[src/design/ccltv_pkg.sv]
// shared types, constants and helper functions for the codec config ltv parser
// no dependencies
`timescale 1ns / 1ps

package ccltv_pkg;

    typedef enum logic [1:0]
    {
        PH_LENGTH = 2'd0,
        PH_TYPE   = 2'd1,
        PH_VALUE  = 2'd2
    } phase_t;

    typedef struct packed
    {
        logic [5:0]  channels;
        logic [15:0] octets;
        logic [13:0] duration;
        logic [15:0] rate;
    } settings_t;

    localparam int IN_WIDTH  = 8;
    localparam int OUT_WIDTH = 56;

    localparam logic [7:0] REC_RATE     = 8'd1;
    localparam logic [7:0] REC_DURATION = 8'd2;
    localparam logic [7:0] REC_CHANNELS = 8'd3;
    localparam logic [7:0] REC_OCTETS   = 8'd4;

    localparam logic [7:0] FREQ_8K   = 8'd1;
    localparam logic [7:0] FREQ_16K  = 8'd3;
    localparam logic [7:0] FREQ_24K  = 8'd5;
    localparam logic [7:0] FREQ_32K  = 8'd6;
    localparam logic [7:0] FREQ_44K1 = 8'd7;

    localparam logic [7:0] DUR_10MS = 8'd1;

    localparam logic [15:0] RATE_8000  = 16'd8000;
    localparam logic [15:0] RATE_16000 = 16'd16000;
    localparam logic [15:0] RATE_24000 = 16'd24000;
    localparam logic [15:0] RATE_32000 = 16'd32000;
    localparam logic [15:0] RATE_44100 = 16'd44100;
    localparam logic [15:0] RATE_48000 = 16'd48000;

    localparam logic [13:0] DUR_10000 = 14'd10000;
    localparam logic [13:0] DUR_7500  = 14'd7500;

    localparam logic [5:0]  CHANNELS_DEFAULT = 6'd1;
    localparam logic [15:0] OCTETS_DEFAULT   = 16'd60;

    localparam settings_t SETTINGS_DEFAULT = '{
        channels: CHANNELS_DEFAULT,
        octets:   OCTETS_DEFAULT,
        duration: DUR_10000,
        rate:     RATE_48000
    };

    localparam logic [7:0] MAP_BYTES = 8'd4;

    function automatic logic [3:0] ones_in_byte(input logic [7:0] b);
        logic [3:0] n;
        n = 4'd0;
        for (int i = 0; i < 8; i++)
        begin
            n = n + {3'd0, b[i]};
        end
        return n;
    endfunction

    function automatic logic [15:0] rate_from_code(input logic [7:0] code);
        logic [15:0] r;
        case (code)
            FREQ_8K:   r = RATE_8000;
            FREQ_16K:  r = RATE_16000;
            FREQ_24K:  r = RATE_24000;
            FREQ_32K:  r = RATE_32000;
            FREQ_44K1: r = RATE_44100;
            default:   r = RATE_48000;
        endcase
        return r;
    endfunction

    function automatic settings_t commit_record(
        input logic [7:0] rec_type,
        input logic [7:0] nvals,
        input logic [7:0] low_byte,
        input logic [7:0] high_byte,
        input logic [5:0] bitcount,
        input settings_t  cur
    );
        settings_t s;
        s = cur;
        case (rec_type)
            REC_RATE:
            begin
                if (nvals != 8'd0)
                begin
                    s.rate = rate_from_code(low_byte);
                end
            end
            REC_DURATION:
            begin
                if (nvals != 8'd0)
                begin
                    s.duration = (low_byte == DUR_10MS) ? DUR_10000 : DUR_7500;
                end
            end
            REC_CHANNELS:
            begin
                s.channels = (bitcount == 6'd0) ? CHANNELS_DEFAULT : bitcount;
            end
            REC_OCTETS:
            begin
                if (nvals >= 8'd2)
                begin
                    s.octets = {high_byte, low_byte};
                end
                else if (nvals == 8'd1)
                begin
                    s.octets = {8'd0, low_byte};
                end
            end
            default:
            begin
                s = cur;
            end
        endcase
        return s;
    endfunction

endpackage

[src/design/ccltv_parser.sv]
// record state machine of the ltv parser, one byte per cycle while byte_valid is high
// depends on ccltv_pkg
`timescale 1ns / 1ps

module ccltv_parser
    import ccltv_pkg::*;
(
    input  logic       clk,
    input  logic       rst_n,
    input  logic       byte_valid,
    input  logic [7:0] byte_data,
    input  logic       byte_last,
    output settings_t  result
);

    phase_t     phase_reg, phase_next;
    logic [7:0] len_reg, len_next;
    logic [7:0] type_reg, type_next;
    logic [7:0] idx_reg, idx_next;
    logic [7:0] low_reg, low_next;
    logic [7:0] high_reg, high_next;
    logic [5:0] cnt_reg, cnt_next;
    settings_t  comm_reg, comm_next;

    always_comb
    begin
        phase_next = phase_reg;
        len_next   = len_reg;
        type_next  = type_reg;
        idx_next   = idx_reg;
        low_next   = low_reg;
        high_next  = high_reg;
        cnt_next   = cnt_reg;
        comm_next  = comm_reg;
        case (phase_reg)
            PH_LENGTH:
            begin
                len_next   = byte_data;
                phase_next = PH_TYPE;
            end
            PH_TYPE:
            begin
                type_next = byte_data;
                idx_next  = 8'd0;
                low_next  = 8'd0;
                high_next = 8'd0;
                cnt_next  = 6'd0;
                if (len_reg == 8'd0)
                begin
                    // zero length: type byte doubles as next length
                    comm_next  = commit_record(byte_data, 8'd0, 8'd0, 8'd0, 6'd0, comm_reg);
                    len_next   = byte_data;
                    phase_next = PH_TYPE;
                end
                else if (len_reg == 8'd1)
                begin
                    comm_next  = commit_record(byte_data, 8'd0, 8'd0, 8'd0, 6'd0, comm_reg);
                    phase_next = PH_LENGTH;
                end
                else
                begin
                    phase_next = PH_VALUE;
                end
            end
            PH_VALUE:
            begin
                if (idx_reg == 8'd0)
                begin
                    low_next = byte_data;
                end
                else if (idx_reg == 8'd1)
                begin
                    high_next = byte_data;
                end
                if (idx_reg < MAP_BYTES)
                begin
                    cnt_next = cnt_reg + {2'd0, ones_in_byte(byte_data)};
                end
                idx_next = idx_reg + 8'd1;
                if (idx_next >= (len_reg - 8'd1))
                begin
                    comm_next  = commit_record(type_reg, idx_next, low_next, high_next,
                                               cnt_next, comm_reg);
                    phase_next = PH_LENGTH;
                end
            end
            default:
            begin
                phase_next = PH_LENGTH;
            end
        endcase
    end

    assign result = comm_next;

    always_ff @(posedge clk or negedge rst_n)
    begin
        if (!rst_n)
        begin
            phase_reg <= PH_LENGTH;
            len_reg   <= 8'd0;
            type_reg  <= 8'd0;
            idx_reg   <= 8'd0;
            low_reg   <= 8'd0;
            high_reg  <= 8'd0;
            cnt_reg   <= 6'd0;
            comm_reg  <= SETTINGS_DEFAULT;
        end
        else if (byte_valid)
        begin
            if (byte_last)
            begin
                // end of blob: back to defaults for the next one
                phase_reg <= PH_LENGTH;
                len_reg   <= 8'd0;
                type_reg  <= 8'd0;
                idx_reg   <= 8'd0;
                low_reg   <= 8'd0;
                high_reg  <= 8'd0;
                cnt_reg   <= 6'd0;
                comm_reg  <= SETTINGS_DEFAULT;
            end
            else
            begin
                phase_reg <= phase_next;
                len_reg   <= len_next;
                type_reg  <= type_next;
                idx_reg   <= idx_next;
                low_reg   <= low_next;
                high_reg  <= high_next;
                cnt_reg   <= cnt_next;
                comm_reg  <= comm_next;
            end
        end
    end

endmodule

[src/design/ccltv_out_reg.sv]
// result register holding one settings request until taken downstream
// depends on ccltv_pkg
`timescale 1ns / 1ps

module ccltv_out_reg
    import ccltv_pkg::*;
(
    input  logic      clk,
    input  logic      rst_n,
    input  logic      load,
    input  settings_t load_data,
    output logic      out_valid,
    input  logic      out_ready,
    output settings_t out_data
);

    logic      valid_reg;
    settings_t data_reg;

    always_ff @(posedge clk or negedge rst_n)
    begin
        if (!rst_n)
        begin
            valid_reg <= 1'b0;
        end
        else if (load)
        begin
            valid_reg <= 1'b1;
        end
        else if (out_ready)
        begin
            valid_reg <= 1'b0;
        end
    end

    always_ff @(posedge clk)
    begin
        if (load)
        begin
            data_reg <= load_data;
        end
    end

    assign out_valid = valid_reg;
    assign out_data  = data_reg;

endmodule

[src/design/codec_config_ltv_parser_unit.sv]
// top level of the codec config ltv parser: input register, parser, result register
// depends on ccltv_pkg, ccltv_parser, ccltv_out_reg
//
//  port group | dir | contents
//  s_*        | in  | tdata[7:0] config_byte, tlast last_byte
//  m_*        | out | tdata rate[15:0] duration[29:16] channels[35:30] octets[51:36]
//
// one byte accepted per cycle unless a last byte stalls; last byte loads m_tvalid
// the parser state only advances out of the input register; only a last byte
// waits there while the result register still holds an untaken request
// reset clears all control state and restores the default settings
`timescale 1ns / 1ps

module codec_config_ltv_parser_unit
    import ccltv_pkg::*;
(
    input  logic                 clk,
    input  logic                 rst_n,
    input  logic                 s_tvalid,
    output logic                 s_tready,
    input  logic [IN_WIDTH-1:0]  s_tdata,   // config_byte
    input  logic                 s_tlast,   // last_byte
    output logic                 m_tvalid,
    input  logic                 m_tready,
    output logic [OUT_WIDTH-1:0] m_tdata    // rate, duration,
                                            // channels, octets, zero pad
);

    logic       in_valid_reg;
    logic [7:0] in_byte_reg;
    logic       in_last_reg;
    logic       advance;
    settings_t  result;
    settings_t  out_data;

    assign advance  = in_valid_reg && (!in_last_reg || !m_tvalid || m_tready);
    assign s_tready = !in_valid_reg || advance;

    always_ff @(posedge clk or negedge rst_n)
    begin
        if (!rst_n)
        begin
            in_valid_reg <= 1'b0;
        end
        else if (s_tready)
        begin
            in_valid_reg <= s_tvalid;
        end
    end

    always_ff @(posedge clk)
    begin
        if (s_tready && s_tvalid)
        begin
            in_byte_reg <= s_tdata;
            in_last_reg <= s_tlast;
        end
    end

    ccltv_parser u_parser
    (
        .clk        (clk),
        .rst_n      (rst_n),
        .byte_valid (advance),
        .byte_data  (in_byte_reg),
        .byte_last  (in_last_reg),
        .result     (result)
    );

    ccltv_out_reg u_out
    (
        .clk       (clk),
        .rst_n     (rst_n),
        .load      (advance && in_last_reg),
        .load_data (result),
        .out_valid (m_tvalid),
        .out_ready (m_tready),
        .out_data  (out_data)
    );

    assign m_tdata = {4'd0, out_data.octets, out_data.channels, out_data.duration,
                      out_data.rate};

`ifndef ASSERT_OFF
    a_rise_from_last: assert property (@(posedge clk) disable iff (!rst_n)
        $rose(m_tvalid) |-> $past(advance && in_last_reg))
        else $error("result appeared without a last byte");

    a_stall_only_last: assert property (@(posedge clk) disable iff (!rst_n)
        (in_valid_reg && !advance) |-> (in_last_reg && m_tvalid && !m_tready))
        else $error("input register stalled without cause");

    a_channels_nonzero: assert property (@(posedge clk) disable iff (!rst_n)
        m_tvalid |-> (m_tdata[35:30] != 6'd0))
        else $error("zero channel count");

    a_duration_legal: assert property (@(posedge clk) disable iff (!rst_n)
        m_tvalid |-> (m_tdata[29:16] == DUR_10000 || m_tdata[29:16] == DUR_7500))
        else $error("illegal frame duration");
`endif

endmodule
[config.mk]
export PLATFORM = sky130hd
export DESIGN_NAME = codec_config_ltv_parser_unit
export DESIGN_NICKNAME = d
export VERILOG_FILES = /design/src/design/ccltv_pkg.sv /design/src/design/ccltv_parser.sv /design/src/design/ccltv_out_reg.sv /design/src/design/codec_config_ltv_parser_unit.sv
export SDC_FILE = /design/constraint.sdc
export NUM_CORES = 1
export LEC_CHECK = 0
export BUFFER_PORTS_ARGS = -buffer_cell sky130_fd_sc_hd__buf_4
export CAP_MARGIN = 20
export CORE_MARGIN = 4
export CORE_UTILIZATION = 64
export DETAILED_ROUTE_END_ITERATION = 6
export GPL_TIMING_DRIVEN = 0
export PLACE_DENSITY = 0.85
export SLEW_MARGIN = 15
export SYNTH_ARGS = -nofsm -noshare
export SYNTH_HDL_FRONTEND = slang
export SYNTH_SLANG_ARGS = --single-unit
[constraint.sdc]
create_clock -name clk -period 8 [get_ports clk]
set_input_delay 1.2 -clock clk [delete_from_list [all_inputs] [get_ports clk]]
set_output_delay 1.2 -clock clk [all_outputs]
set_load 0.03 [all_outputs]
==> results of run 1 <==
cells in the mapped netlist, types with 3 or more instances:
| master | count |
|---|---|
| o31ai_1 | 7 |
| o21a_1 | 4 |
| buf_4 | 4 |
| a32o_1 | 6 |
| dfstp_2 | 17 |
| dfrtp_1 | 85 |
| nand3_1 | 15 |
| o2bb2ai_1 | 13 |
| xnor2_1 | 13 |
| buf_2 | 6 |
| clkbuf_1 | 20 |
| and2_1 | 19 |
| and3_1 | 3 |
| o211ai_1 | 4 |
| o21ai_0 | 47 |
| o21ai_1 | 3 |
| nand2_1 | 67 |
| a221o_1 | 5 |
| fa_1 | 5 |
| nor2b_1 | 15 |
| a21oi_1 | 26 |
| a21o_1 | 17 |
| mux2_2 | 9 |
| a211oi_1 | 3 |
| or4_1 | 3 |
| or3_1 | 5 |
| nand3b_1 | 5 |
| nand2b_1 | 6 |
| o22ai_1 | 7 |
| nor4_1 | 3 |
| inv_1 | 36 |
| ha_1 | 25 |
| edfxtp_1 | 61 |
| mux2i_1 | 6 |
| a22o_1 | 37 |
| nor4_2 | 4 |
| nor2_1 | 52 |
| xor2_1 | 7 |
| o22a_1 | 6 |
| nor3_1 | 16 |
| nand4_1 | 4 |
layout by cell type, fill, tap and decap left out, types with 6 or more instances in the layout:
cell type  netlist  final
edfxtp_1        61     61
nor2_1          52     51
clkbuf_1        20     26
dfrtp_1         85     85
o21ai_0         47     47
buf_4            4     69
nand2_1         67     67
nor2b_1         15     15
o2bb2ai_1       13     13
o22a_1           6      6
nand3_1         15     15
xnor2_1         13     13
a32o_1           6      6
buf_2            6      6
clkbuf_16        0     17
inv_1           36     36
a22o_1          37     37
ha_1            25     25
and2_1          19     19
dfstp_2         17     17
mux2i_1          6      6
a21oi_1         26     26
mux2_2           9      9
o22ai_1          7      7
o31ai_1          7      6
nand2b_1         6      6
xor2_1           7      7
a21o_1          17     17
nor3_1          16     16
through the flow:
stage | std cells | setup slack (ns) | utilization [%] | instance area, sq um
finish | 999 | 3.088 | 77.34 | 9444
global route | 999 | 2.930 | 77.34 | 9444
CTS | 999 | 3.170 | 77.34 | 9444
detailed placement | 967 | 3.177 | 72.51 | 8855
global placement | 966 | 2.778 | 72.21 | 8818
floorplan | 732 | 3.685 | - | 8113
power by group through the flow:
stage	logic (W)	clock network, W	registers (W)
2_1_floorplan	0.000529	0	0.00120
3_3_place_gp	0.000811	0	0.00113
3_5_place_dp	0.000853	0	0.00113
4_1_cts	0.000868	0.000822	0.00112
5_1_grt	0.000956	0.000864	0.00113
6_report	0.000878	0.000822	0.00112
area by class of cell:
type / instances / area share (%)
Clock buffer: 24 / 4.889
Inverter: 36 / 1.431
Tap cell: 168 / 2.226
Buffer: 31 / 1.471
Clock inverter: 8 / 1.351
Multi-Input combinational cell: 502 / 36.49
Timing Repair Buffer: 67 / 5.498
Sequential cell: 163 / 46.65
worst max-delay path: stages, from the launching register on:
cell	delay, ns
edfxtp_1	0.55
ha_1	0.35
inv_1	0.05
fa_1	0.49
fa_1	0.44
fa_1	0.43
fa_1	0.41
xnor2_1	0.29
ha_1	0.32
a21oi_1	0.20
a21boi_0	0.11
o211ai_1	0.20
xor2_1	0.31
and3_1	0.26
a211oi_1	0.07
o22ai_1	0.24
metal layers:
layer,share of wire (%),routed length [um]
met5,0,0
met2,49,9563
met1,40,7834
met4,3.2,635
met3,8.1,1579
kinds of logic after synthesis:
| family | Yosys count |
|---|---|
| buf+inv | 67 |
| compound gates | 208 |
| mux | 16 |
| fa+ha+maj | 30 |
| other cells | 1 |
| flops | 163 |
| xor+xnor | 20 |
| simple gates | 224 |
worst min path at each step:
stage,endpoint,cells after the start,slack [ns],from
after floorplan,u_parser.comm_reg[0],1,0.46,u_parser.comm_reg[0]
after global placement,u_parser.comm_reg[40],1,0.47,u_parser.comm_reg[40]
after detailed placement,u_parser.comm_reg[40],1,0.47,u_parser.comm_reg[40]
after CTS,u_parser.comm_reg[17],1,0.50,u_parser.comm_reg[17]
after global routing,u_parser.comm_reg[44],1,0.50,u_parser.comm_reg[44]
final,u_parser.comm_reg[5],1,0.50,u_parser.comm_reg[5]
==> run_results.csv, run 1 <==
group,metric,value,unit
outcome,outcome,"finished with violations",
outcome,violations,"design-rule violations",
grt,grt-ovfl-total,0,
place,hpwl,13680,um
worst_setup_path,worstPathArrival,5.15,ns
drt,viasPerCell,6.371,
floorplanning,ios,71,
power_and_ir_drop,power,0.002823,W
worst_setup_path,rr_endpoint,"u_out.out_data[46]",
logic_synthesis,synth_area_leaders,"dfrtp_1 (26%), edfxtp_1 (23%), dfstp_2 (5.5%)",
worst_setup_path,critical_path.startpoint_type,"register",
finish,fillCellCount,791,
logic_synthesis,muxShareOfSynthArea,2.270,%
timing,hold_violations,0,
timing,worst_hold_slack,0.4954,ns
worst_setup_path,cp-endpoint,"u_out.out_data[46]",
logic_synthesis,ys_seq_area_share,54.38,%
finish,drive_gt1_share,17.69,%
power_and_ir_drop,intPower,0.001865,W
finish,regArea,4405,sq um
grt,use_met1,36.16,%
logic_synthesis,ys_types,69,
logic_synthesis,synth_top_flop_cell,"dfrtp_1",
drt,post-route-drc-count,1,
place,port_buffers,66,
logic_synthesis,yosysTopAreaCellShare,26.25,%
timing,fin_crit_sh,61.40,%
timing,skew,0.009156,ns
timing,finalMaxSlewViolations,0,
drt,drtAntennaViolNets,0,
grt,track_usage,28.21,%
timing,timing.fmax,0.2036,GHz
power_and_ir_drop,power_frac_seq,39.8,%
cts,clk_pin_slew,0.06,ns
floorplanning,die_w,120.5,um
logic_synthesis,yosys.area.top_type,"dfrtp_1",
power_and_ir_drop,pwr_density_cell,299.0,nW/um^2
logic_synthesis,synth-adder-area-share,5.097,%
floorplanning,dieHeight,120.5,um
logic_synthesis,synth-xor-area-share,2.162,%
floorplanning,start_util,66.34,%
floorplanning,die_area,14520,sq um
logic_synthesis,synth_async_sr_flop_share,62.58,%
power_and_ir_drop,power.switching,0.0009583,W
grt,met3_usage,7.203,%
timing,worst_slew_pin_slew,0.9471,ns
cts,cts_setup_buffers,0,
power_and_ir_drop,leakagePower,4.017,nW
drt,first_pass_iters,7,
logic_synthesis,synth_seq_cells,163,
worst_setup_path,worstPathRequired,8.24,ns
floorplanning,row_count,40,
grt,grt_pass1_vias,6395,
finish,multi_input_area,3446,sq um
finish,syn2layout_area_growth,16.57,%
timing,setup_viol,0,
cts,cts_tree,"built",
finish,antennaDiodeCount,0,
drt,vias,6365,
cts,postCtsResizedCells,0,
cts,cts_root_buf,"clkbuf_16",
timing,fin_crit,4.912,ns
power_and_ir_drop,ir_drop,167.3,uV
logic_synthesis,syn_area,8102,sq um
logic_synthesis,synth_top_family_by_area,"compound AO/OA/AOI/OAI gates",
worst_setup_path,worstSetupEndpointType,"register",
power_and_ir_drop,clockPowerShare,29.1,%
worst_setup_path,crit_type,"reg -> reg",
logic_synthesis,yosysWarnings,0,
drt,drt-initial-drc-count,671,
logic_synthesis,synth-edff-count,61,
logic_synthesis,avgSynthCellArea,11.11,sq um
grt,busiest_layer,"met2",
cts,cts_made_buffers,17,
logic_synthesis,synthCells,729,
logic_synthesis,synth_simple_gate_area_share,13.85,%
cts,numClockSinks,163,
grt,antenna_found_initial,0,
grt,grt_max_degree,103,
worst_setup_path,cp_max_fo,7,
timing,fin_tns_setup,0,ns
grt,grt_first_pass_wirelength,32200,um
worst_setup_path,r2r_cells,15,
logic_synthesis,synth_compound_area_share,18.81,%
worst_hold_path,min_path_type,"reg -> reg",
worst_setup_path,worst-r2r-setup-slack,3.09,ns
place,globalplace.congestion,0.9172,
drt,avgRoutedWirePerCell,19.63,um
timing,max-slew-margin-rel,36.86,%
cts,cts_max_level,4,
cts,cts_hold_buf,0,
floorplanning,core_area,12210,sq um
worst_setup_path,r2r-start,"in_byte_reg[1]",
power_and_ir_drop,p_sw_share,33.94,%
run,maxCapViolCount,0,
drt,wirelength,19610,um
cts,insertion_delay,0.44,ns
power_and_ir_drop,p_comb_share,31.1,%
finish,finalNetCount,861,
grt,gr-usage-met2,45.90,%
cts,clockBufferDepth,2,
worst_setup_path,critPathLaunch,"in_byte_reg[1]",
timing,rsz0062_at_grt,"no",
No activity file was read; power rests on OpenSTA's default activity.
==> run 2: changes to the inputs <==
--- a/config.mk
+++ b/config.mk
@@ -8,10 +8,10 @@
 export BUFFER_PORTS_ARGS = -buffer_cell sky130_fd_sc_hd__buf_4
 export CAP_MARGIN = 20
 export CORE_MARGIN = 4
-export CORE_UTILIZATION = 64
+export CORE_UTILIZATION = 60
 export DETAILED_ROUTE_END_ITERATION = 6
 export GPL_TIMING_DRIVEN = 0
-export PLACE_DENSITY = 0.85
+export PLACE_DENSITY = 0.8
 export SLEW_MARGIN = 15
 export SYNTH_ARGS = -nofsm -noshare
 export SYNTH_HDL_FRONTEND = slang
==> constraint.sdc (replaced) <==
create_clock -name clk -period 5 [get_ports clk]
set_input_delay 0.75 -clock clk [delete_from_list [all_inputs] [get_ports clk]]
set_output_delay 0.75 -clock clk [all_outputs]
set_load 0.03 [all_outputs]
==> run 2 against run 1 <==
Compared with the run above: first-iteration DRC count fell by 7.3%; cell count rose by 0.80%; clock-buffer cell count fell by 4; largest cell class unchanged; sequential power rose by 61%; the run now ends clean; total power up 61%; via count fell by 0.19%; critical path depth unchanged; sequential share of layout area shrank 0.15 points; largest power group unchanged; clock skew shrank 0.0017 ns; die area grew 6.2%; worst hold slack worse by 0.052 ns; sequential cell count unchanged.
==> run_results.csv, run 2 (synthesis results as in run 1) <==
group,metric,value,unit
place,post_dp_cell_area,8865,sq um
cts,cts_tree,"built",
finish,final_cell_area,9475,sq um
worst_hold_path,min_path_type,"in -> async",
power_and_ir_drop,ir_drop,249.3,uV
timing,max-slew-margin-rel,38.63,%
drt,vias,6353,
timing,fin_crit_sh,96.52,%
drt,avgRoutedWirePerCell,19.42,um
finish,finalNetCount,861,
grt,grt-ovfl-total,0,
place,place_ws,0.1049,ns
grt,grt_pass1_vias,6226,
worst_setup_path,worstSetupEndpointType,"register",
worst_setup_path,slowest_stage,"edfxtp_1",
worst_setup_path,critical_path.startpoint_type,"register",
floorplanning,core_area,13240,sq um
cts,numClockSinks,163,
floorplanning,ios,71,
timing,timing.fmax,0.2072,GHz
timing,rsz0062_at_grt,"no",
worst_setup_path,slowest_delay,0.55,ns
grt,grt_first_pass_wirelength,31910,um
floorplanning,start_util,61.18,%
timing,finalMaxSlewViolations,0,
power_and_ir_drop,leakagePower,4.026,nW
timing,fin_tns_setup,0,ns
finish,fin_cells,1007,
cts,clockBufferDepth,2,
cts,cts_max_level,4,
power_and_ir_drop,pwr_density_cell,478.4,nW/um^2
cts,cts_hold_buf,0,
drt,viasPerCell,6.309,
place,hpwl,13800,um
outcome,outcome,"finished clean",
floorplanning,row_count,42,
timing,worst_slew_pin_slew,0.9205,ns
floorplanning,dieHeight,124.2,um
floorplanning,die_w,124.2,um
grt,track_usage,25.65,%
drt,post-route-drc-count,0,
worst_setup_path,crit_chain,"ha_1 > inv_1 > fa_1 > fa_1 > fa_1 > fa_1 > xnor2_2 > ha_1 > a21oi_1 > a21boi_0 > o211ai_1 > xor2_1 > and3_1 > a211oi_1 > o22ai_1",
place,globalplace.congestion,0.9320,
finish,mostFrequentLayoutCells,"dfrtp_1 (85), buf_4 (69), nand2_1 (67)",
power_and_ir_drop,power,0.004533,W
timing,skew,0.007459,ns
timing,setup_viol,0,
timing,hold_violations,0,
drt,drt-initial-drc-count,622,
drt,wirelength,19560,um
grt,grt_max_degree,103,
grt,antenna_found_initial,0,
drt,first_pass_iters,6,
finish,antennaDiodeCount,0,
cts,insertion_delay,0.43,ns
finish,layout_commonest_cell,"dfrtp_1",
worst_setup_path,crit_type,"reg -> reg",
timing,worst_slack,0.1739,ns
finish,syn2layout_area_growth,16.96,%
finish,drive_gt1_share,18.29,%
cts,cts_made_buffers,17,
cts,cts_root_buf,"clkbuf_16",
drt,drtAntennaViolNets,0,
floorplanning,die_area,15430,sq um
place,dp_cells,975,
worst_setup_path,worstPathRequired,5.16,ns
worst_setup_path,worstPathArrival,4.99,ns
run,maxCapViolCount,0,
worst_setup_path,cp_max_fo,7,
worst_setup_path,cpMostUsedCell,"fa_1",
cts,clk_pin_slew,0.06,ns
place,port_buffers,66,
timing,fin_crit,4.826,ns
==> run 2: changes by cell type in the layout (fill, tap and decap cells not counted), sizes merged <==
cell and change:
clkbuf -4, clkinv +3, clkinvlp +2, inv -1
==> run 2: critical path: cells and delay by family (launching register included) <==
kind,cells,cell delay (ns)
adders and majority gates,6,2.42
AOI/OAI and AO/OA,5,0.91
and+or+nand+nor,1,0.22
buffers and inverters,1,0.04
DFF,1,0.55
xor gates and xnor gates,2,0.40
==> run 2: what timing repair did <==
item / 4_1_cts / 5_1_grt
setup buffers: 0 / 0
endpoints found under the setup margin: 0 / 1
resized for setup: 0 / 1
==> run 2: layout make-up <==
cell class / instances / area [sq um]
Buffer: 31 / 138.9
Inverter: 36 / 135.1
Clock inverter: 12 / 156.4
Tap cell: 176 / 220.2
Fill cell: 897 / 3767
Sequential cell: 163 / 4405
Timing Repair Buffer: 67 / 519.2
Multi-Input combinational cell: 502 / 3453
Clock buffer: 20 / 446.7
==> run 2: power breakdown <==
| group | switching (W) | internal, W |
|---|---|---|
| registers | 0.000142 | 0.00166 |
| logic | 0.000877 | 0.000524 |
| clock network | 0.000532 | 0.000799 |
| total | 0.00155 | 0.00298 |
==> run 2: per-stage QoR <==
step | utilization (%) | hold WS [ns]
final | 71.55 | 0.4431
after floorplan | - | 0.4544
after global placement | 66.67 | 0.4726
after global routing | 71.55 | 0.4836
after CTS | 71.49 | 0.4589
after detailed placement | 66.94 | 0.4772
==> run 2: final timing paths <==
check | slack, ns | startpoint | end | cells past startpoint
max in group asynchronous | 3.95 | rst_n | u_parser.comm_reg[0] | 1
min in group clk | 0.49 | u_parser.comm_reg[42] | u_parser.comm_reg[42] | 1
setup / recovery | 0.17 | in_byte_reg[1] | u_out.out_data[46] | 15
hold reg to reg | 0.49 | u_parser.comm_reg[42] | u_parser.comm_reg[42] | 1
hold / removal | 0.44 | rst_n | u_parser.idx_reg[3] | 1
setup reg to reg | 0.17 | in_byte_reg[1] | u_out.out_data[46] | 15
==> run 2: metal layers <==
metal  part of all wire [%]  vias up  wire (um)  track usage [%]
met1                     40     3114       7868            33.20
met3                    7.8       56       1534            5.799
met4                    3.1        0        614            11.61
met5                      0        -          0                0
li1                       -     2853          -                -
met2                     49      330       9540            41.48
